<file path="src/rtl/i2cee_pkg.sv">
// ----------------------------------------------------------------------------
// i2cee_pkg
// shared types and constants of the eeprom byte master: beat payloads,
// configuration register set, sequencer phase codes
// ----------------------------------------------------------------------------
`default_nettype none

package i2cee_pkg;

  // configuration register indexes
  localparam logic [1:0] CFG_DEVICE_ADDRESS = 2'd0;
  localparam logic [1:0] CFG_PHASE_TICKS    = 2'd1;
  localparam logic [1:0] CFG_ACK_TIMEOUT    = 2'd2;

  // reset values of the configuration registers
  localparam logic [6:0] DEVICE_ADDRESS_RST = 7'd80;
  localparam logic [7:0] PHASE_TICKS_RST    = 8'd5;
  localparam logic [7:0] ACK_TIMEOUT_RST    = 8'd250;

  // command codes
  localparam logic [1:0] OP_TICK  = 2'd0;
  localparam logic [1:0] OP_WRITE = 2'd1;
  localparam logic [1:0] OP_READ  = 2'd2;

  // byte stages of a transfer
  localparam logic [1:0] STAGE_DEV  = 2'd0;
  localparam logic [1:0] STAGE_ADDR = 2'd1;
  localparam logic [1:0] STAGE_DATA = 2'd2;

  localparam logic [3:0] BITS_PER_BYTE = 4'd8;

  typedef struct packed {
    logic [1:0] operation;
    logic [7:0] mem_address;
    logic [7:0] write_data;
    logic       sda_in;
  } in_item_t;

  typedef struct packed {
    logic       scl_out;
    logic       sda_release;
    logic       busy_res;
    logic       done_res;
    logic [7:0] read_data;
    logic       ack_error;
  } out_item_t;

  typedef struct packed {
    logic [6:0] device_address;
    logic [7:0] phase_ticks;
    logic [7:0] ack_timeout;
  } cfg_t;

  // bus phase of the sequencer
  typedef enum logic [15:0] {
    KIND_IDLE = 16'h0001,
    KIND_ST0  = 16'h0002,
    KIND_ST1  = 16'h0004,
    KIND_ST2  = 16'h0008,
    KIND_ST3  = 16'h0010,
    KIND_BLO  = 16'h0020,
    KIND_BHI  = 16'h0040,
    KIND_ALO  = 16'h0080,
    KIND_AHI  = 16'h0100,
    KIND_RLO  = 16'h0200,
    KIND_RHI  = 16'h0400,
    KIND_NLO  = 16'h0800,
    KIND_NHI  = 16'h1000,
    KIND_SP0  = 16'h2000,
    KIND_SP1  = 16'h4000,
    KIND_SP2  = 16'h8000
  } kind_t;

  typedef struct packed {
    kind_t      kind;
    logic [1:0] stage;
  } seq_stat_t;

endpackage

`default_nettype wire

</file>
<file path="src/rtl/i2cee_cfg.sv">
// ----------------------------------------------------------------------------
// i2cee_cfg
// configuration register file, write only
// ----------------------------------------------------------------------------
`default_nettype none

module i2cee_cfg (
  input  wire logic                clk,
  input  wire logic                rst_n,
  input  wire logic                cfg_we,
  input  wire logic [1:0]          cfg_index,
  input  wire logic [7:0]          cfg_data,
  output i2cee_pkg::cfg_t          cfg
);
  import i2cee_pkg::*;

  cfg_t cfg_r;
  cfg_t cfg_nxt;

  always_comb begin
    cfg_nxt = cfg_r;
    if (cfg_we) begin
      case (cfg_index)
        CFG_DEVICE_ADDRESS: cfg_nxt.device_address = cfg_data[6:0];
        CFG_PHASE_TICKS:    cfg_nxt.phase_ticks    = cfg_data;
        CFG_ACK_TIMEOUT:    cfg_nxt.ack_timeout    = cfg_data;
        default:            cfg_nxt = cfg_r;
      endcase
    end
  end

  always_ff @(posedge clk) begin
    if (!rst_n) begin
      cfg_r.device_address <= DEVICE_ADDRESS_RST;
      cfg_r.phase_ticks    <= PHASE_TICKS_RST;
      cfg_r.ack_timeout    <= ACK_TIMEOUT_RST;
    end else begin
      cfg_r <= cfg_nxt;
    end
  end

  assign cfg = cfg_r;

endmodule

`default_nettype wire

</file>
<file path="src/rtl/i2cee_seq.sv">
// ----------------------------------------------------------------------------
// i2cee_seq
// bus sequencer: one tick per step, result beat formed combinationally
// ----------------------------------------------------------------------------
`default_nettype none

module i2cee_seq (
  input  wire logic                 clk,
  input  wire logic                 rst_n,
  input  wire logic                 step,
  input  i2cee_pkg::in_item_t       item,
  input  i2cee_pkg::cfg_t           cfg,
  output i2cee_pkg::out_item_t      res,
  output i2cee_pkg::seq_stat_t      stat
);
  import i2cee_pkg::*;

  kind_t      kind_r,   kind_nxt;
  logic [1:0] stage_r,  stage_nxt;
  logic [7:0] pc_r,     pc_nxt;
  logic [3:0] bc_r,     bc_nxt;
  logic [7:0] sr_r,     sr_nxt;
  logic [7:0] wc_r,     wc_nxt;
  logic       rd_r,     rd_nxt;
  logic [7:0] addr_r,   addr_nxt;
  logic [7:0] data_r,   data_nxt;
  logic [7:0] rx_r,     rx_nxt;
  logic       err_r,    err_nxt;

  logic       start;
  kind_t      kind_c;
  logic [1:0] stage_c;
  logic [7:0] pc_c, sr_c, wc_c;
  logic [3:0] bc_c;
  logic [7:0] ticks;
  logic [7:0] pc_inc, wc_inc;
  logic [3:0] bc_inc;
  logic       pend;
  logic       scl, rel, busy, done;

  assign start = (kind_r == KIND_IDLE) &&
                 ((item.operation == OP_WRITE) || (item.operation == OP_READ));

  // values after a command is taken
  assign kind_c  = start ? KIND_ST0 : kind_r;
  assign stage_c = start ? STAGE_DEV : stage_r;
  assign pc_c    = start ? 8'd0 : pc_r;
  assign bc_c    = start ? 4'd0 : bc_r;
  assign sr_c    = start ? 8'd0 : sr_r;
  assign wc_c    = start ? 8'd0 : wc_r;

  assign ticks  = (cfg.phase_ticks == 8'd0) ? 8'd1 : cfg.phase_ticks;
  assign pc_inc = pc_c + 8'd1;
  assign pend   = (pc_inc >= ticks);
  assign wc_inc = wc_c + 8'd1;
  assign bc_inc = bc_c + 4'd1;

  always_comb begin
    kind_nxt  = kind_c;
    stage_nxt = stage_c;
    pc_nxt    = pc_c;
    bc_nxt    = bc_c;
    sr_nxt    = sr_c;
    wc_nxt    = wc_c;
    rd_nxt    = start ? (item.operation == OP_READ) : rd_r;
    addr_nxt  = start ? item.mem_address : addr_r;
    data_nxt  = start ? item.write_data : data_r;
    rx_nxt    = rx_r;
    err_nxt   = start ? 1'b0 : err_r;
    scl       = 1'b1;
    rel       = 1'b1;
    busy      = (kind_c != KIND_IDLE);
    done      = 1'b0;

    case (kind_c)
      KIND_IDLE: begin
        busy = 1'b0;
      end
      KIND_ST0: begin
        scl = 1'b0;
        pc_nxt = pend ? 8'd0 : pc_inc;
        if (pend) kind_nxt = KIND_ST1;
      end
      KIND_ST1: begin
        pc_nxt = pend ? 8'd0 : pc_inc;
        if (pend) kind_nxt = KIND_ST2;
      end
      KIND_ST2: begin
        rel = 1'b0;
        pc_nxt = pend ? 8'd0 : pc_inc;
        if (pend) kind_nxt = KIND_ST3;
      end
      KIND_ST3: begin
        scl = 1'b0;
        rel = 1'b0;
        pc_nxt = pend ? 8'd0 : pc_inc;
        if (pend) begin
          // address byte with r/w bit; read only after the repeated start
          sr_nxt   = {cfg.device_address, (stage_c != STAGE_DEV)};
          bc_nxt   = 4'd0;
          kind_nxt = KIND_BLO;
        end
      end
      KIND_BLO: begin
        scl = 1'b0;
        rel = sr_c[7];
        pc_nxt = pend ? 8'd0 : pc_inc;
        if (pend) kind_nxt = KIND_BHI;
      end
      KIND_BHI: begin
        rel = sr_c[7];
        pc_nxt = pend ? 8'd0 : pc_inc;
        if (pend) begin
          sr_nxt = {sr_c[6:0], 1'b0};
          if (bc_inc >= BITS_PER_BYTE) begin
            bc_nxt   = 4'd0;
            kind_nxt = KIND_ALO;
          end else begin
            bc_nxt   = bc_inc;
            kind_nxt = KIND_BLO;
          end
        end
      end
      KIND_ALO: begin
        scl = 1'b0;
        pc_nxt = pend ? 8'd0 : pc_inc;
        if (pend) begin
          wc_nxt   = 8'd0;
          kind_nxt = KIND_AHI;
        end
      end
      KIND_AHI: begin
        // hold the high phase, then watch for the slave pulling sda low
        if (({1'b0, pc_c} + 9'd1) < {1'b0, ticks}) begin
          pc_nxt = pc_inc;
        end else if (!item.sda_in) begin
          pc_nxt = 8'd0;
          wc_nxt = 8'd0;
          case (stage_c)
            STAGE_DEV: begin
              sr_nxt    = addr_r;
              stage_nxt = STAGE_ADDR;
              kind_nxt  = KIND_BLO;
            end
            STAGE_ADDR: begin
              stage_nxt = STAGE_DATA;
              if (rd_r) begin
                kind_nxt = KIND_ST0;
              end else begin
                sr_nxt   = data_r;
                kind_nxt = KIND_BLO;
              end
            end
            default: begin
              if (rd_r) begin
                sr_nxt    = 8'd0;
                bc_nxt    = 4'd0;
                stage_nxt = STAGE_DATA;
                kind_nxt  = KIND_RLO;
              end else begin
                stage_nxt = STAGE_DEV;
                kind_nxt  = KIND_SP0;
              end
            end
          endcase
        end else begin
          wc_nxt = wc_inc;
          if (wc_inc >= cfg.ack_timeout) begin
            err_nxt   = 1'b1;
            pc_nxt    = 8'd0;
            wc_nxt    = 8'd0;
            stage_nxt = STAGE_DEV;
            kind_nxt  = KIND_SP0;
          end
        end
      end
      KIND_RLO: begin
        scl = 1'b0;
        pc_nxt = pend ? 8'd0 : pc_inc;
        if (pend) kind_nxt = KIND_RHI;
      end
      KIND_RHI: begin
        pc_nxt = pend ? 8'd0 : pc_inc;
        if (pend) begin
          sr_nxt = {sr_c[6:0], item.sda_in};
          if (bc_inc >= BITS_PER_BYTE) begin
            bc_nxt   = 4'd0;
            rx_nxt   = {sr_c[6:0], item.sda_in};
            kind_nxt = KIND_NLO;
          end else begin
            bc_nxt   = bc_inc;
            kind_nxt = KIND_RLO;
          end
        end
      end
      KIND_NLO: begin
        scl = 1'b0;
        pc_nxt = pend ? 8'd0 : pc_inc;
        if (pend) kind_nxt = KIND_NHI;
      end
      KIND_NHI: begin
        pc_nxt = pend ? 8'd0 : pc_inc;
        if (pend) begin
          stage_nxt = STAGE_DEV;
          kind_nxt  = KIND_SP0;
        end
      end
      KIND_SP0: begin
        scl = 1'b0;
        rel = 1'b0;
        pc_nxt = pend ? 8'd0 : pc_inc;
        if (pend) kind_nxt = KIND_SP1;
      end
      KIND_SP1: begin
        rel = 1'b0;
        pc_nxt = pend ? 8'd0 : pc_inc;
        if (pend) kind_nxt = KIND_SP2;
      end
      KIND_SP2: begin
        pc_nxt = pend ? 8'd0 : pc_inc;
        if (pend) begin
          kind_nxt = KIND_IDLE;
          done     = 1'b1;
        end
      end
      default: begin
        kind_nxt = KIND_IDLE;
        pc_nxt   = 8'd0;
        done     = 1'b1;
      end
    endcase
  end

  always_ff @(posedge clk) begin
    if (!rst_n) begin
      kind_r  <= KIND_IDLE;
      stage_r <= STAGE_DEV;
      pc_r    <= 8'd0;
      bc_r    <= 4'd0;
      sr_r    <= 8'd0;
      wc_r    <= 8'd0;
      rd_r    <= 1'b0;
      addr_r  <= 8'd0;
      data_r  <= 8'd0;
      rx_r    <= 8'd0;
      err_r   <= 1'b0;
    end else if (step) begin
      kind_r  <= kind_nxt;
      stage_r <= stage_nxt;
      pc_r    <= pc_nxt;
      bc_r    <= bc_nxt;
      sr_r    <= sr_nxt;
      wc_r    <= wc_nxt;
      rd_r    <= rd_nxt;
      addr_r  <= addr_nxt;
      data_r  <= data_nxt;
      rx_r    <= rx_nxt;
      err_r   <= err_nxt;
    end
  end

  always_comb begin
    res.scl_out     = scl;
    res.sda_release = rel;
    res.busy_res    = busy;
    res.done_res    = done;
    res.read_data   = rx_nxt;
    res.ack_error   = err_nxt;
  end

  assign stat.kind  = kind_r;
  assign stat.stage = stage_r;

endmodule

`default_nettype wire

</file>
<file path="src/rtl/i2c_eeprom_byte_master.sv">
// ----------------------------------------------------------------------------
// i2c_eeprom_byte_master
// i2c master for a serial eeprom: single byte write and random byte read,
// advanced one bus tick per input beat
// ----------------------------------------------------------------------------
//
//   channel   ports                        beat
//   in        in_valid / in_stall          in_item   : command and sda sample
//   out       out_valid / out_stall        out_item  : scl, sda, status, data
//   cfg       cfg_we / cfg_index           cfg_data  : register write
//
// one tick beat in, one result beat out; a new beat every cycle unless
// the output stalls; a beat goes through the input register, then the
// sequencer step into the result register
// the input register doubles as a skid stage, so a beat is still taken
// while a finished result waits on a stalled output
// synchronous active-low reset returns the sequencer to idle and the
// configuration and valid registers to their defaults; payloads are not reset
//
`default_nettype none

module i2c_eeprom_byte_master (
  input  wire logic                  clk,
  input  wire logic                  rst_n,
  input  wire logic                  in_valid,
  output      logic                  in_stall,
  input  i2cee_pkg::in_item_t        in_item,
  output      logic                  out_valid,
  input  wire logic                  out_stall,
  output i2cee_pkg::out_item_t       out_item,
  input  wire logic                  cfg_we,
  input  wire logic [1:0]            cfg_index,
  input  wire logic [7:0]            cfg_data
);
  import i2cee_pkg::*;

  logic      s1_valid_r, s1_valid_nxt;
  in_item_t  s1_item_r;
  logic      out_valid_r, out_valid_nxt;
  out_item_t out_item_r;

  logic      s1_go;      // result register can take a beat
  logic      in_acc;     // input beat taken
  logic      seq_step;   // sequencer advances one tick
  cfg_t      cfg;
  out_item_t seq_res;
  seq_stat_t seq_stat;

  // handshake
  assign s1_go    = !out_valid_r || !out_stall;
  assign in_stall = s1_valid_r && !s1_go;
  assign in_acc   = in_valid && !in_stall;
  assign seq_step = s1_valid_r && s1_go;

  always_comb begin
    s1_valid_nxt = s1_valid_r;
    if (in_acc) begin
      s1_valid_nxt = 1'b1;
    end else if (seq_step) begin
      s1_valid_nxt = 1'b0;
    end
    // result held while stalled, replaced when the sequencer steps
    out_valid_nxt = seq_step || (out_valid_r && out_stall);
  end

  always_ff @(posedge clk) begin
    if (!rst_n) begin
      s1_valid_r  <= 1'b0;
      out_valid_r <= 1'b0;
    end else begin
      s1_valid_r  <= s1_valid_nxt;
      out_valid_r <= out_valid_nxt;
    end
  end

  // payload registers, no reset
  always_ff @(posedge clk) begin
    if (in_acc) begin
      s1_item_r <= in_item;
    end
    if (seq_step) begin
      out_item_r <= seq_res;
    end
  end

  i2cee_cfg u_cfg (
    .clk       (clk),
    .rst_n     (rst_n),
    .cfg_we    (cfg_we),
    .cfg_index (cfg_index),
    .cfg_data  (cfg_data),
    .cfg       (cfg)
  );

  i2cee_seq u_seq (
    .clk   (clk),
    .rst_n (rst_n),
    .step  (seq_step),
    .item  (s1_item_r),
    .cfg   (cfg),
    .res   (seq_res),
    .stat  (seq_stat)
  );

  assign out_valid = out_valid_r;
  assign out_item  = out_item_r;

  // sequencer only moves when a beat is processed
  a_seq_hold: assert property (@(posedge clk) disable iff (!rst_n)
    !seq_step |=> $stable(seq_stat.kind) && $stable(seq_stat.stage))
    else $error("sequencer moved without a beat");

  // a held input beat is not lost while the output is blocked
  a_skid_hold: assert property (@(posedge clk) disable iff (!rst_n)
    in_stall |=> s1_valid_r && $stable(s1_item_r))
    else $error("buffered input beat dropped");

  // end of a transfer is always flagged as part of it
  a_done_busy: assert property (@(posedge clk) disable iff (!rst_n)
    seq_step && seq_res.done_res |-> seq_res.busy_res)
    else $error("done without busy");

  // idle sequencer drives the bus released
  a_idle_bus: assert property (@(posedge clk) disable iff (!rst_n)
    seq_step && !seq_res.busy_res |-> seq_res.scl_out && seq_res.sda_release)
    else $error("bus driven while idle");

endmodule

`default_nettype wire

</file>
<file path="config.mk">
export PLATFORM = sky130hd
export DESIGN_NAME = i2c_eeprom_byte_master
export DESIGN_NICKNAME = d
export VERILOG_FILES = /design/src/rtl/i2cee_pkg.sv /design/src/rtl/i2cee_cfg.sv /design/src/rtl/i2cee_seq.sv /design/src/rtl/i2c_eeprom_byte_master.sv
export SDC_FILE = /design/constraint.sdc
export NUM_CORES = 1
export LEC_CHECK = 0
export BUFFER_PORTS_ARGS = -buffer_cell sky130_fd_sc_hd__buf_2
export CORE_MARGIN = 8
export CORE_UTILIZATION = 45
export CTS_BUF_LIST = sky130_fd_sc_hd__clkbuf_4 sky130_fd_sc_hd__clkbuf_8
export CTS_CLUSTER_DIAMETER = 100
export DETAILED_ROUTE_END_ITERATION = 7
export PLACE_DENSITY = 0.65
export SLEW_MARGIN = 20
export SYNTH_ARGS = -nofsm -noshare
export SYNTH_HDL_FRONTEND = slang
export SYNTH_HIERARCHICAL = 1
export SYNTH_SLANG_ARGS = --single-unit
</file>
<file path="constraint.sdc">
create_clock -name clk -period 6.9 [get_ports clk]
set_input_delay 1.035 -clock clk [delete_from_list [all_inputs] [get_ports clk]]
set_output_delay 1.035 -clock clk [all_outputs]
set_load 0.01 [all_outputs]
</file>
### Yosys cells after proc, flatten, opt, wreduce, memory -nomap -nowiden

Index checks and enable logic that the tools add are counted.

* add/subtract/negate cells: 4
* multiply operators: 0
* div/mod/pow operators: 0
* $lt $le $gt $ge: 4
* eq/ne operators: 23
* shift-type cells: 0
* mux-type cells: 78
* bitwise operators: 0
* reduce and logical (&&, ||, !) cells: 28

Operator list (count)
* $mux 16: 18
* $pmux 16 s16: 1
* $mux 8: 23
* $eq 16x1->1 const B: 2
* $mux 4: 8
* $pmux 16 s2: 1
* $pmux 8 s2: 2
* $pmux 8 s4: 1
* $pmux 8 s3: 1
* $add 8x1->8 const B: 2
* $eq 16x10->1 const B: 1
* $eq 16x11->1 const B: 1
* $eq 16x12->1 const B: 1
* $eq 16x13->1 const B: 1
* $eq 16x14->1 const B: 1
* $eq 16x15->1 const B: 1
* $eq 16x16->1 const B: 1
* $eq 16x2->1 const B: 1
* $eq 16x3->1 const B: 1
* $eq 16x4->1 const B: 1
* $eq 16x5->1 const B: 1
* $eq 16x6->1 const B: 1
* $eq 16x7->1 const B: 1
* $eq 16x8->1 const B: 1
* 29 further kinds: 64

* bits in registers: 129
* latch bits: 0
* bits in writable memories: 0
* memory bits (read-only): 0
* output and inout port bits: 15
* word-level logic and storage cells: 163
* memories kept: 0

### Longest topological paths before layout

Gate-level depths: netlist of run 1.

* depth after elaboration: 10
* depth in mapped cells: 22
* gate-level depth less buffers: 18

### Hierarchy

The synthesis of run 1 kept the hierarchy.

By module, submodules not included
* i2cee_seq: times used 1, cells an instance 744, area an instance 5442.7 um2
* i2c_eeprom_byte_master: times used 1, cells an instance 40, area an instance 1044.8 um2
* i2cee_cfg: times used 1, cells an instance 95, area an instance 933.4 um2

### Worst setup path after synthesis of run 1

Ideal clock, no wire load.

* path kind: register -> register
* start: register u_seq.kind_r[3]
* end: register u_seq.sr_r[1]
* setup time: 0.059 ns
* arrival: 4.743 ns
* path slack: 2.098 ns
* cell stages (with the launch flop): 22
* buffers on the path: 5
* clock period less this slack: 4.802 ns
* cells stage by stage: dfxtp_1 > buf_4 > or4_4 > nor4_4 > nand2_1 > clkbuf_1 > clkbuf_1 > clkbuf_1 > and2_1 > ha_1 > nand3_1 > xor2_1 > nor2_1 > ha_1 > nand2_1 > or2_2 > a21o_1 > and2_1 > buf_4 > a2111oi_4 > and2_1 > a221o_1

* cells in the longest elaborated chain, start to end: 8
* elaborated cells on any way between the ends: 25

RTL lines
* start: declaration: line i2cee_seq.sv:18 `kind_t kind_r, kind_nxt;`
* start signal: assignment: line i2cee_seq.sv:248 `kind_r <= kind_nxt;`
* branches (longest 7 deep; another with $add 8x1->9)
* $pmux 8 s4 (*): line i2cee_seq.sv:75 `case (kind_c)`
* end signal: assignment: line i2cee_seq.sv:252 `sr_r <= sr_nxt;`
* end: declaration: line i2cee_seq.sv:22 `logic [7:0] sr_r, sr_nxt;`

Mark *: on every way between the ends.
A chain may end at the register's enable or synchronous reset.

### Worst setup path in the final report of run 1

* start: register u_seq.kind_r[4]
* end: register u_seq.sr_r[1]

The elaborated chain is that of the path after synthesis.

==> results of run 1 <==
## flip-flops by register name (all words and copies together), names as in the netlist, 2 cells and up
register	count
u_seq/bc_r	4
u_seq/rx_r	8
u_seq/sr_r	8
u_seq/stage_r	2
u_seq/addr_r	8
u_seq/pc_r	8
out_item	13
s1_item_r	19
u_seq/data_r	8
u_seq/wc_r	8
u_cfg/cfg	23
u_seq/kind_r	16
## final timing paths
check / cells after the start / slack, ns / end
worst min register to register: 2 / 0.45 / u_seq/rx_r[0]
worst max register to register: 17 / 1.55 / u_seq/sr_r[1]
worst min-delay path: 2 / 0.45 / u_seq/rx_r[0]
worst max-delay path: 17 / 1.55 / u_seq/sr_r[1]
## cell families (layout without fill, tap and decap cells)
group / after synthesis / count (layout)
compound gates: 214 / 214
buf+inv: 93 / 131
simple gates: 379 / 379
fa+ha+maj: 20 / 20
flops: 129 / 129
mux: 24 / 24
xor+xnor: 20 / 20
## critical path: stages, from the launching register on
cell and delay (ns):
sky130_fd_sc_hd__dfxtp_1 0.44, sky130_fd_sc_hd__or4_4 0.65, sky130_fd_sc_hd__nor4_4 0.41, sky130_fd_sc_hd__nand2_1 0.10, sky130_fd_sc_hd__buf_4 0.27, sky130_fd_sc_hd__and2_1 0.27, sky130_fd_sc_hd__ha_1 0.26, sky130_fd_sc_hd__nand3_1 0.22
sky130_fd_sc_hd__xor2_1 0.18, sky130_fd_sc_hd__nor2_1 0.07, sky130_fd_sc_hd__ha_1 0.20, sky130_fd_sc_hd__or3_1 0.32, sky130_fd_sc_hd__a21oi_1 0.28, sky130_fd_sc_hd__a21o_1 0.32, sky130_fd_sc_hd__and2_1 0.52, sky130_fd_sc_hd__nor4_2 0.15
sky130_fd_sc_hd__a21o_1 0.25, sky130_fd_sc_hd__a221o_1 0.34
## layer usage
metal	routed length, µm	track usage [%]	vias to the layer above
met4	470	8.16	2
li1	-	-	3278
met3	1810	4.95	47
met1	9370	28.1	3128
met2	8870	29.2	314
met5	13	0	-
## stage by stage
step / cell area [µm²] / utilization [%] / hold WS, ns / setup slack, ns
5_1_grt: 8190 / 50.1 / 0.473 / 1.28
2_1_floorplan: 7420 / - / 0.428 / 2.10
6_report: 8190 / 50.1 / 0.451 / 1.55
3_5_place_dp: 7790 / 47.7 / 0.442 / 1.64
3_3_place_gp: 7790 / 47.7 / 0.437 / 1.78
4_1_cts: 8190 / 50.1 / 0.453 / 1.60
## cells in the mapped netlist (5+ instances only)
cell type | n | area (µm²)
sky130_fd_sc_hd__buf_4 | 9 | 67.6
sky130_fd_sc_hd__nand4b_1 | 8 | 70.1
sky130_fd_sc_hd__edfxtp_1 | 32 | 961
sky130_fd_sc_hd__clkbuf_1 | 35 | 131
sky130_fd_sc_hd__ha_1 | 20 | 250
sky130_fd_sc_hd__nor3b_1 | 5 | 37.5
sky130_fd_sc_hd__a31oi_1 | 6 | 37.5
sky130_fd_sc_hd__a21oi_1 | 58 | 290
sky130_fd_sc_hd__xnor2_1 | 10 | 87.6
sky130_fd_sc_hd__a32oi_1 | 9 | 78.8
sky130_fd_sc_hd__o211ai_1 | 15 | 113
sky130_fd_sc_hd__buf_2 | 9 | 45.0
sky130_fd_sc_hd__o31ai_1 | 11 | 82.6
sky130_fd_sc_hd__nor3_1 | 19 | 95.1
sky130_fd_sc_hd__nand3_1 | 47 | 235
sky130_fd_sc_hd__nand4_1 | 18 | 113
sky130_fd_sc_hd__mux2i_1 | 23 | 230
sky130_fd_sc_hd__and3_1 | 13 | 81.3
sky130_fd_sc_hd__o22ai_1 | 8 | 50.1
sky130_fd_sc_hd__inv_1 | 37 | 139
sky130_fd_sc_hd__nor2b_1 | 13 | 81.3
sky130_fd_sc_hd__o21ai_0 | 43 | 215
sky130_fd_sc_hd__nor2_1 | 46 | 173
sky130_fd_sc_hd__a21o_1 | 8 | 60.1
sky130_fd_sc_hd__nor4_1 | 10 | 62.6
sky130_fd_sc_hd__nor4b_1 | 6 | 52.6
sky130_fd_sc_hd__nand2_1 | 148 | 556
sky130_fd_sc_hd__dfxtp_1 | 97 | 1940
sky130_fd_sc_hd__xor2_1 | 10 | 87.6
sky130_fd_sc_hd__and2_1 | 10 | 62.6
## power by group
part | switching [µW] | internal [µW] | total, µW
registers | 14.3 | 797 | 811
clock network | 322 | 331 | 653
logic | 145 | 65.0 | 210
## final cells by class
type / count / area, µm²
clock buffer: 18 / 241
inverter: 38 / 143
fill: 1625 / 8160
sequential: 129 / 2900
multi-input combinational: 657 / 4130
timing repair buffer: 61 / 338
clock inverter: 14 / 158
tap: 220 / 275
==> impl_metrics.py, run 1 <==
metrics = {
    "yosys": {
        "synth-seq-area-share_pct": 39.1,
        "synth-xor-area-share_pct": 2.36,
        "synthesis.area_per_instance_um2": 8.44,
        "post_synth_mux_area_share_pct": 3.25,
        "synth_ff_type": "sky130_fd_sc_hd__dfxtp_1",
        "syn-num-nets": 933,
        "synth_compound_area_share_pct": 19.8,
        "yosys_warning_total": 6,
        "ffs_w_async_s_r_synth_pct": 0,
        "synth-simple-area-share_pct": 26.7,
        "number_of_flops_mapped_to_enable_cells_by_yosys": 32,
        "post_synthesis_adder_cell_area_fraction_pct": 3.37,
        "post_synth_instance_area_um2": 7420,
        "synthDistinctLibCells": 81,
        "postSynthCellCount": 879,
        "synth_top_family_by_area": "simple AND/OR/NAND/NOR gates",
        "yosys_register_bits": 129,
    },
    "cts": {
        "cts.path.max_buffers": 2,
        "tritoncts_clock_tree": "yes",
        "worst_skew_pair.late_latency_ns": 0.46,
        "cts.clk_slew.worst_paths_ns": 0.08,
        "cts.hold.buffers_added": 0,
        "cts_setup_buffers": 0,
        "cts.sink_count": 129,
        "numCtsBuffers": 17,
        "cts_max_level": 4,
        "resize_count_post_cts": 0,
        "clk_root_buffer_cell": "sky130_fd_sc_hd__clkbuf_8",
    },
    "sta": {
        "final-max-slew-violation-count": 0,
        "worstMarginPinSlew_ns": 0.820,
        "clock-skew-final_ns": 0.0158,
        "period_minus_slack_ns": 5.35,
        "final.setup.tns_ns": 0,
        "max_slew_margin_pct": 45.3,
        "min_period_over_period_pct": 77.5,
        "fmaxAchievable_mhz": 187,
        "setup_viol": 0,
        "report.final.hold_viol_count": 0,
        "setup_repair_after_global_routing_missed_its_margin": "no",
    },
    "finish": {
        "layout.cells.most_common_list": "148 x sky130_fd_sc_hd__nand2_1, 97 x sky130_fd_sc_hd__dfxtp_1, 57 x sky130_fd_sc_hd__a21oi_1, 48 x sky130_fd_sc_hd__buf_2, 47 x sky130_fd_sc_hd__nand3_1",
        "antenna-diode-count": 0,
        "area_growth_pct": 10.4,
        "layout_commonest_cell": "sky130_fd_sc_hd__nand2_1",
        "final_net_count": 958,
        "layout-drive-gt1-share_pct": 13.5,
        "stdcell_count": 1137,
    },
    "run_status": {
        "run_status": "finished, final reports clean",
    },
    "route": {
        "drtPass1Iterations": 6,
        "first_iter_violations": 731,
        "route.final.wire_length_mm": 20.5,
        "detailroute.via_count": 6769,
        "ant_nets": 0,
        "drc": 0,
        "avgViaCountPerCell": 5.95,
        "avgRoutedWirePerCell_um": 18.1,
    },
    "grt": {
        "via_count_of_the_first_global_routing_pass": 6259,
        "globalRouteTotalUtil_pct": 20.2,
        "grt-ovfl-total": 0,
        "grt_max_degree": 64,
        "wire_length_of_the_first_global_routing_pass_mm": 33.2,
        "grt_antenna_before_repair": 1,
    },
    "place": {
        "hpwl_mm": 14.9,
        "place_inst": 1105,
        "io_buffer_count": 48,
        "final_gp_congestion": 0.942,
    },
    "floorplan": {
        "start_util_pct": 45.4,
        "fp.coreArea_um2": 16300,
        "floorplan.die.height_um": 144,
        "rows": 47,
        "top_level_ports": 49,
        "die_area_um2": 20900,
        "die_w_um": 144,
    },
    "setup_path": {
        "timing.setup.critical_path_class": "reg2reg",
        "cp.required_ns": 7.25,
        "cp-start-kind": "register",
        "worst_setup_path_end_kind": "register",
        "crit_start": "u_seq/kind_r[4]",
        "worst-path-max-fanout": 42,
        "reg2reg_start": "u_seq/kind_r[4]",
        "critPathArrivalTime_ns": 5.70,
    },
    "power": {
        "power.total_uw": 1670,
        "cellPowerDensity_nw_per_um2": 204,
        "leakage_uw": 0.00310,
        "irDropWorstVdd_uv": 141,
    },
    "worst_hold_path": {
        "worst_hold_startpoint": "u_seq/rx_r[0]",
        "timing.hold.worst.class": "reg2reg",
    },
    "job": {
        "maxCapViolCount": 0,
    },
}
Power figures use the tool's default switching activity.
==> run 2: changes to the inputs <==
==> constraint.sdc (replaced) <==
create_clock -name clk -period 5.6 [get_ports clk]
set_input_delay 0.84 -clock clk [delete_from_list [all_inputs] [get_ports clk]]
set_output_delay 0.84 -clock clk [all_outputs]
set_load 0.01 [all_outputs]
==> run 2 against run 1 <==
Effect of this change: sequential cell count unchanged; cell area down 0.14%; first-iteration DRC count down 5.9%; wire length up 0.82%; utilization down 0.069 points; fmax up 1.9%; largest cell class unchanged.
==> impl_metrics.py, run 2 (synthesis gave the netlist of run 1 again) <==
metrics = {
    "finish": {
        "layout.cells.most_common_list": "148 x sky130_fd_sc_hd__nand2_1, 97 x sky130_fd_sc_hd__dfxtp_1, 57 x sky130_fd_sc_hd__a21oi_1, 48 x sky130_fd_sc_hd__buf_2, 47 x sky130_fd_sc_hd__nand3_1",
        "area_growth_pct": 10.2,
        "stdcell_count": 1138,
        "layout_commonest_cell": "sky130_fd_sc_hd__nand2_1",
        "antenna-diode-count": 0,
        "layout-drive-gt1-share_pct": 13.6,
        "final_core_utilization_pct": 50.0,
        "largest_reg_flops": 23,
        "final_net_count": 959,
    },
    "route": {
        "detailroute.via_count": 6786,
        "drtPass1Iterations": 6,
        "ant_nets": 0,
        "avgRoutedWirePerCell_um": 18.2,
        "drc": 0,
        "route.final.wire_length_mm": 20.7,
        "avgViaCountPerCell": 5.96,
        "first_iter_violations": 688,
    },
    "sta": {
        "worstMarginPinSlew_ns": 0.866,
        "clock-skew-final_ns": 0.00993,
        "period_minus_slack_ns": 5.25,
        "final.setup.tns_ns": 0,
        "max_slew_margin_pct": 41.8,
        "min_period_over_period_pct": 93.7,
        "setup_repair_after_global_routing_missed_its_margin": "no",
        "final-max-slew-violation-count": 0,
        "setup_viol": 0,
        "setup_ws_ns": 0.355,
        "report.final.hold_viol_count": 0,
        "fmaxAchievable_mhz": 191,
    },
    "cts": {
        "clk_root_buffer_cell": "sky130_fd_sc_hd__clkbuf_8",
        "cts.hold.buffers_added": 0,
        "worst_skew_pair.late_latency_ns": 0.46,
        "numCtsBuffers": 17,
        "cts.clk_slew.worst_paths_ns": 0.08,
        "cts.sink_count": 129,
        "resize_count_post_cts": 0,
        "tritoncts_clock_tree": "yes",
        "cts_max_level": 4,
        "cts_setup_buffers": 0,
        "cts.path.max_buffers": 2,
    },
    "place": {
        "io_buffer_count": 48,
        "detailedPlace.worstSlack_ns": 0.437,
        "hpwl_mm": 15.0,
        "place_inst": 1106,
        "final_gp_congestion": 0.916,
    },
    "floorplan": {
        "top_level_ports": 49,
        "fp.coreArea_um2": 16300,
        "floorplan.die.height_um": 144,
        "start_util_pct": 45.4,
        "die_area_um2": 20900,
        "die_w_um": 144,
        "rows": 47,
    },
    "grt": {
        "grt_max_degree": 63,
        "globalRouteTotalUtil_pct": 20.4,
        "via_count_of_the_first_global_routing_pass": 6242,
        "grt-ovfl-total": 0,
        "wire_length_of_the_first_global_routing_pass_mm": 33.4,
        "grt_antenna_before_repair": 0,
    },
    "setup_path": {
        "cp.required_ns": 5.94,
        "critical_path.top_delay_family": "simple AND/OR/NAND/NOR gates",
        "worst_setup_path_end_kind": "register",
        "timing.setup.critical_path_class": "reg2reg",
        "worst-path-buf-inv": 0,
        "cp-start-kind": "register",
        "worst-path-max-fanout": 13,
        "cp_slowest_stage_delay_ns": 0.66,
        "r2r_setup_slack_ns": 0.35,
        "critical_path.slowest_cell": "sky130_fd_sc_hd__or4_4",
        "path_cells": "or4_4, nor4_4, nand2_1, and2_1, ha_1, nand3_1, xor2_1, nor2_1, ha_1, or3_1, a21oi_1, a21o_1, and2_1, nor4_2, a21o_1, a221o_1",
        "critPathArrivalTime_ns": 5.59,
    },
    "job": {
        "maxCapViolCount": 0,
    },
    "power": {
        "cellPowerDensity_nw_per_um2": 248,
        "irDropWorstVdd_uv": 187,
        "leakage_uw": 0.00310,
        "power.total_uw": 2030,
    },
    "run_status": {
        "run_status": "finished, final reports clean",
    },
    "worst_hold_path": {
        "timing.hold.worst.class": "reg2reg",
    },
}
==> run 2: cell count changes in the layout (fill, tap and decap cells not counted), sizes merged <==
cell    previous run  this run
buf               61        62
bufinv             2         1
clkinv             8         9
==> run 2: area by class of cell <==
cell class              instances  area, µm²
repair buffers                 62        345
clock buffers                  18        241
well taps                     220        275
inverters                      38        143
multi-input cells             657       4140
flip-flops and latches        129       2900
fillers                      1563       8170
clock inverters                14        133
==> run 2: where the power goes <==
part	internal [µW]	total, µW	switching [µW]
clock network	362	765	404
registers	982	1000	17.8
logic	81.1	262	181
total	1420	2030	602
==> run 2: final timing paths <==
check             cells past startpoint             to             from
hold reg to reg                       2  u_seq/rx_r[1]    u_seq/rx_r[1]
setup / recovery                     16  u_seq/sr_r[1]  u_seq/kind_r[4]
setup reg to reg                     16  u_seq/sr_r[1]  u_seq/kind_r[4]
hold / removal                        2  u_seq/rx_r[1]    u_seq/rx_r[1]
==> run 2: stage by stage <==
step	instance area, µm²	hold slack (ns)
floorplan	7420	0.428
global placement	7800	0.438
detailed placement	7800	0.445
CTS	8170	0.455
global route	8180	0.468
finish	8180	0.452
==> run 2: tightest hold or removal path, stage by stage (launching register included) <==
cell and delay [ns]:
sky130_fd_sc_hd__dfxtp_1 0.31, sky130_fd_sc_hd__nand2_1 0.05, sky130_fd_sc_hd__a21oi_1 0.05
==> run 2: routing by layer <==
| metal | routed length [µm] | vias up | part of all wire [%] | track usage, % |
|---|---|---|---|---|
| li1 | - | 3269 | - | - |
| met1 | 9680 | 3198 | 47 | 28.0 |
| met2 | 9000 | 279 | 43 | 30.2 |
| met3 | 1590 | 40 | 7.7 | 5.02 |
| met4 | 430 | 0 | 2.1 | 7.39 |
| met5 | 0 | - | 0 | 0 |
==> run 3: changes to the inputs <==
--- a/config.mk
+++ b/config.mk
@@ -5,7 +5,7 @@
 export SDC_FILE = /design/constraint.sdc
 export NUM_CORES = 1
 export LEC_CHECK = 0
-export BUFFER_PORTS_ARGS = -buffer_cell sky130_fd_sc_hd__buf_2
+export BUFFER_PORTS_ARGS = -buffer_cell sky130_fd_sc_hd__clkbuf_2
 export CORE_MARGIN = 8
 export CORE_UTILIZATION = 45
 export CTS_BUF_LIST = sky130_fd_sc_hd__clkbuf_4 sky130_fd_sc_hd__clkbuf_8
==> run 3 against run 2 <==
Effect of this change: non-clock buffer count unchanged; via count up 0.80%; sequential power about the same; cell count unchanged; combinational power about the same; cell area up 0.66%; hold slack better by 0.0010 ns; wire length up 2.0%; clock skew up 0.0036 ns; clock power up 16%; die area unchanged; utilization up 0.33 points; critical path type unchanged.
==> impl_metrics.py, run 3 (synthesis gave the netlist of run 1 again) <==
metrics = {
    "sta": {
        "report.final.hold_viol_count": 0,
        "period_minus_slack_ns": 5.14,
        "max_slew_margin_pct": 38.4,
        "final.setup.tns_ns": 0,
        "final-max-slew-violation-count": 0,
        "setup_viol": 0,
        "clock-skew-final_ns": 0.0135,
        "min_period_over_period_pct": 91.9,
        "setup_repair_after_global_routing_missed_its_margin": "no",
        "worstMarginPinSlew_ns": 0.916,
        "fmaxAchievable_mhz": 194,
    },
    "route": {
        "detailroute.via_count": 6840,
        "avgRoutedWirePerCell_um": 18.6,
        "drc": 0,
        "route.final.wire_length_mm": 21.1,
        "first_iter_violations": 612,
        "drtPass1Iterations": 8,
        "ant_nets": 0,
        "avgViaCountPerCell": 6.01,
    },
    "setup_path": {
        "timing.setup.critical_path_class": "reg2reg",
        "worst-path-buf-inv": 0,
        "critical_path.slowest_cell": "sky130_fd_sc_hd__or4_4",
        "critical_path.top_delay_family": "simple AND/OR/NAND/NOR gates",
        "cp.required_ns": 5.95,
        "r2r_setup_slack_ns": 0.46,
        "worst_setup_path_end_kind": "register",
        "worst-path-max-fanout": 13,
        "reg2regPathDepth": 16,
        "reg2reg_start": "u_seq/kind_r[4]",
        "cp-start-kind": "register",
        "path_cells": "or4_4, nor4_4, nand2_1, and2_1, ha_1, nand3_1, xor2_1, nor2_1, ha_1, or3_1, a21oi_1, a21o_1, and2_1, nor4_2, a21o_1, a221o_1",
        "cp_slowest_stage_delay_ns": 0.65,
        "critPathArrivalTime_ns": 5.50,
        "reg2reg_to": "u_seq/sr_r[1]",
    },
    "cts": {
        "clk_root_buffer_cell": "sky130_fd_sc_hd__clkbuf_8",
        "worst_skew_pair.late_latency_ns": 0.46,
        "cts_max_level": 4,
        "cts.sink_count": 129,
        "numCtsBuffers": 17,
        "cts.path.max_buffers": 2,
        "resize_count_post_cts": 0,
        "cts.hold.buffers_added": 0,
        "cts_setup_buffers": 0,
        "tritoncts_clock_tree": "yes",
        "cts.clk_slew.worst_paths_ns": 0.09,
    },
    "power": {
        "internal_power_uw": 1530,
        "comb_power_share_pct": 12.3,
        "cellPowerDensity_nw_per_um2": 261,
        "power.switching_fraction_pct": 29.1,
        "clkPwrFrac_pct": 41.2,
        "irDropWorstVdd_uv": 189,
        "leakage_uw": 0.00314,
        "share_seq_of_total_power_pct": 46.5,
        "net-switching-power_uw": 625,
    },
    "finish": {
        "largest_reg_flops": 23,
        "layout.cells.most_common_list": "148 x sky130_fd_sc_hd__nand2_1, 97 x sky130_fd_sc_hd__dfxtp_1, 57 x sky130_fd_sc_hd__a21oi_1, 48 x sky130_fd_sc_hd__clkbuf_2, 47 x sky130_fd_sc_hd__nand3_1",
        "multiInputGateArea_um2": 4130,
        "layout-drive-gt1-share_pct": 13.6,
        "layout_commonest_cell": "sky130_fd_sc_hd__nand2_1",
        "stdcell_count": 1138,
        "area_growth_pct": 10.9,
        "antenna-diode-count": 0,
        "register_area_um2": 2900,
        "final_net_count": 959,
        "n_fill_cell": 1612,
    },
    "floorplan": {
        "rows": 47,
        "die_w_um": 144,
        "top_level_ports": 49,
        "start_util_pct": 45.4,
        "fp.coreArea_um2": 16300,
        "die_area_um2": 20900,
        "floorplan.die.height_um": 144,
    },
    "place": {
        "place_inst": 1106,
        "final_gp_congestion": 0.941,
        "hpwl_mm": 15.4,
        "io_buffer_count": 48,
    },
    "worst_hold_path": {
        "timing.hold.worst.class": "reg2reg",
        "worst_hold_startpoint": "u_seq/rx_r[1]",
        "timing.hold.worst_path_depth": 2,
        "worstHoldEndpoint": "u_seq/rx_r[1]",
    },
    "grt": {
        "grt-ovfl-total": 0,
        "wire_length_of_the_first_global_routing_pass_mm": 33.6,
        "grt_antenna_before_repair": 0,
        "grt_max_degree": 40,
        "via_count_of_the_first_global_routing_pass": 6308,
        "globalRouteTotalUtil_pct": 20.7,
    },
    "run_status": {
        "run_status": "finished, final reports clean",
    },
    "job": {
        "maxCapViolCount": 0,
    },
}
## run 3: changes by cell type in the layout (fill, tap and decap cells not counted), sizes merged
cell / previous run / this run
buf: 62 / 14
clkbuf: 18 / 66
clkinv: 9 / 2
inv: 41 / 46
bufinv: 1 / 3
## run 3: worst min-delay path, cell delays in order, from the launching register on
cell,delay [ns]
sky130_fd_sc_hd__dfxtp_1,0.31
sky130_fd_sc_hd__nand2_1,0.05
sky130_fd_sc_hd__a21oi_1,0.05
## run 3: routing by layer
layer | track usage, % | wire, µm
met2 | 30.6 | 9060
met1 | 28.0 | 9770
met5 | 0 | 0
met3 | 4.66 | 1540
met4 | 9.31 | 743
## run 3: worst max path at each step
stage,from,end,slack [ns],cells past startpoint
floorplan,u_seq/kind_r[3],u_seq/sr_r[1],0.80,21
global placement,u_seq/kind_r[4],u_seq/kind_r[7],0.66,16
detailed placement,u_seq/kind_r[4],u_seq/sr_r[1],0.53,16
CTS,u_seq/kind_r[4],u_seq/sr_r[1],0.50,16
global route,u_seq/kind_r[4],u_seq/kind_r[7],0.02,16
finish,u_seq/kind_r[4],u_seq/sr_r[1],0.46,16
## run 3: metrics by stage
step | setup slack [ns] | hold WS, ns | total power [µW] | utilization [%] | area, µm²
finish | 0.455 | 0.453 | 2150 | 50.4 | 8230
global route | 0.0220 | 0.472 | 2230 | 50.4 | 8230
CTS | 0.496 | 0.456 | 2160 | 50.4 | 8230
detailed placement | 0.529 | 0.445 | 1280 | 47.7 | 7800
global placement | 0.658 | 0.440 | 1280 | 47.7 | 7800
floorplan | 0.798 | 0.428 | 1190 | - | 7420
## run 3: layout make-up
class                   count  share of cell area, %
well taps                 220                   3.34
repair buffers             62                   4.20
clock inverters            14                   2.34
multi-input cells         657                   50.2
inverters                  38                   1.73
flip-flops and latches    129                   35.3
clock buffers              18                   2.93
## run 3: power groups by stage
| stage | Sequential (µW) | Clock, µW | Combinational (µW) |
|---|---|---|---|
| floorplan | 1020 | 0 | 172 |
| global placement | 1020 | 0 | 257 |
| detailed placement | 1020 | 0 | 258 |
| CTS | 1000 | 900 | 259 |
| global route | 1000 | 943 | 286 |
| finish | 1000 | 887 | 265 |
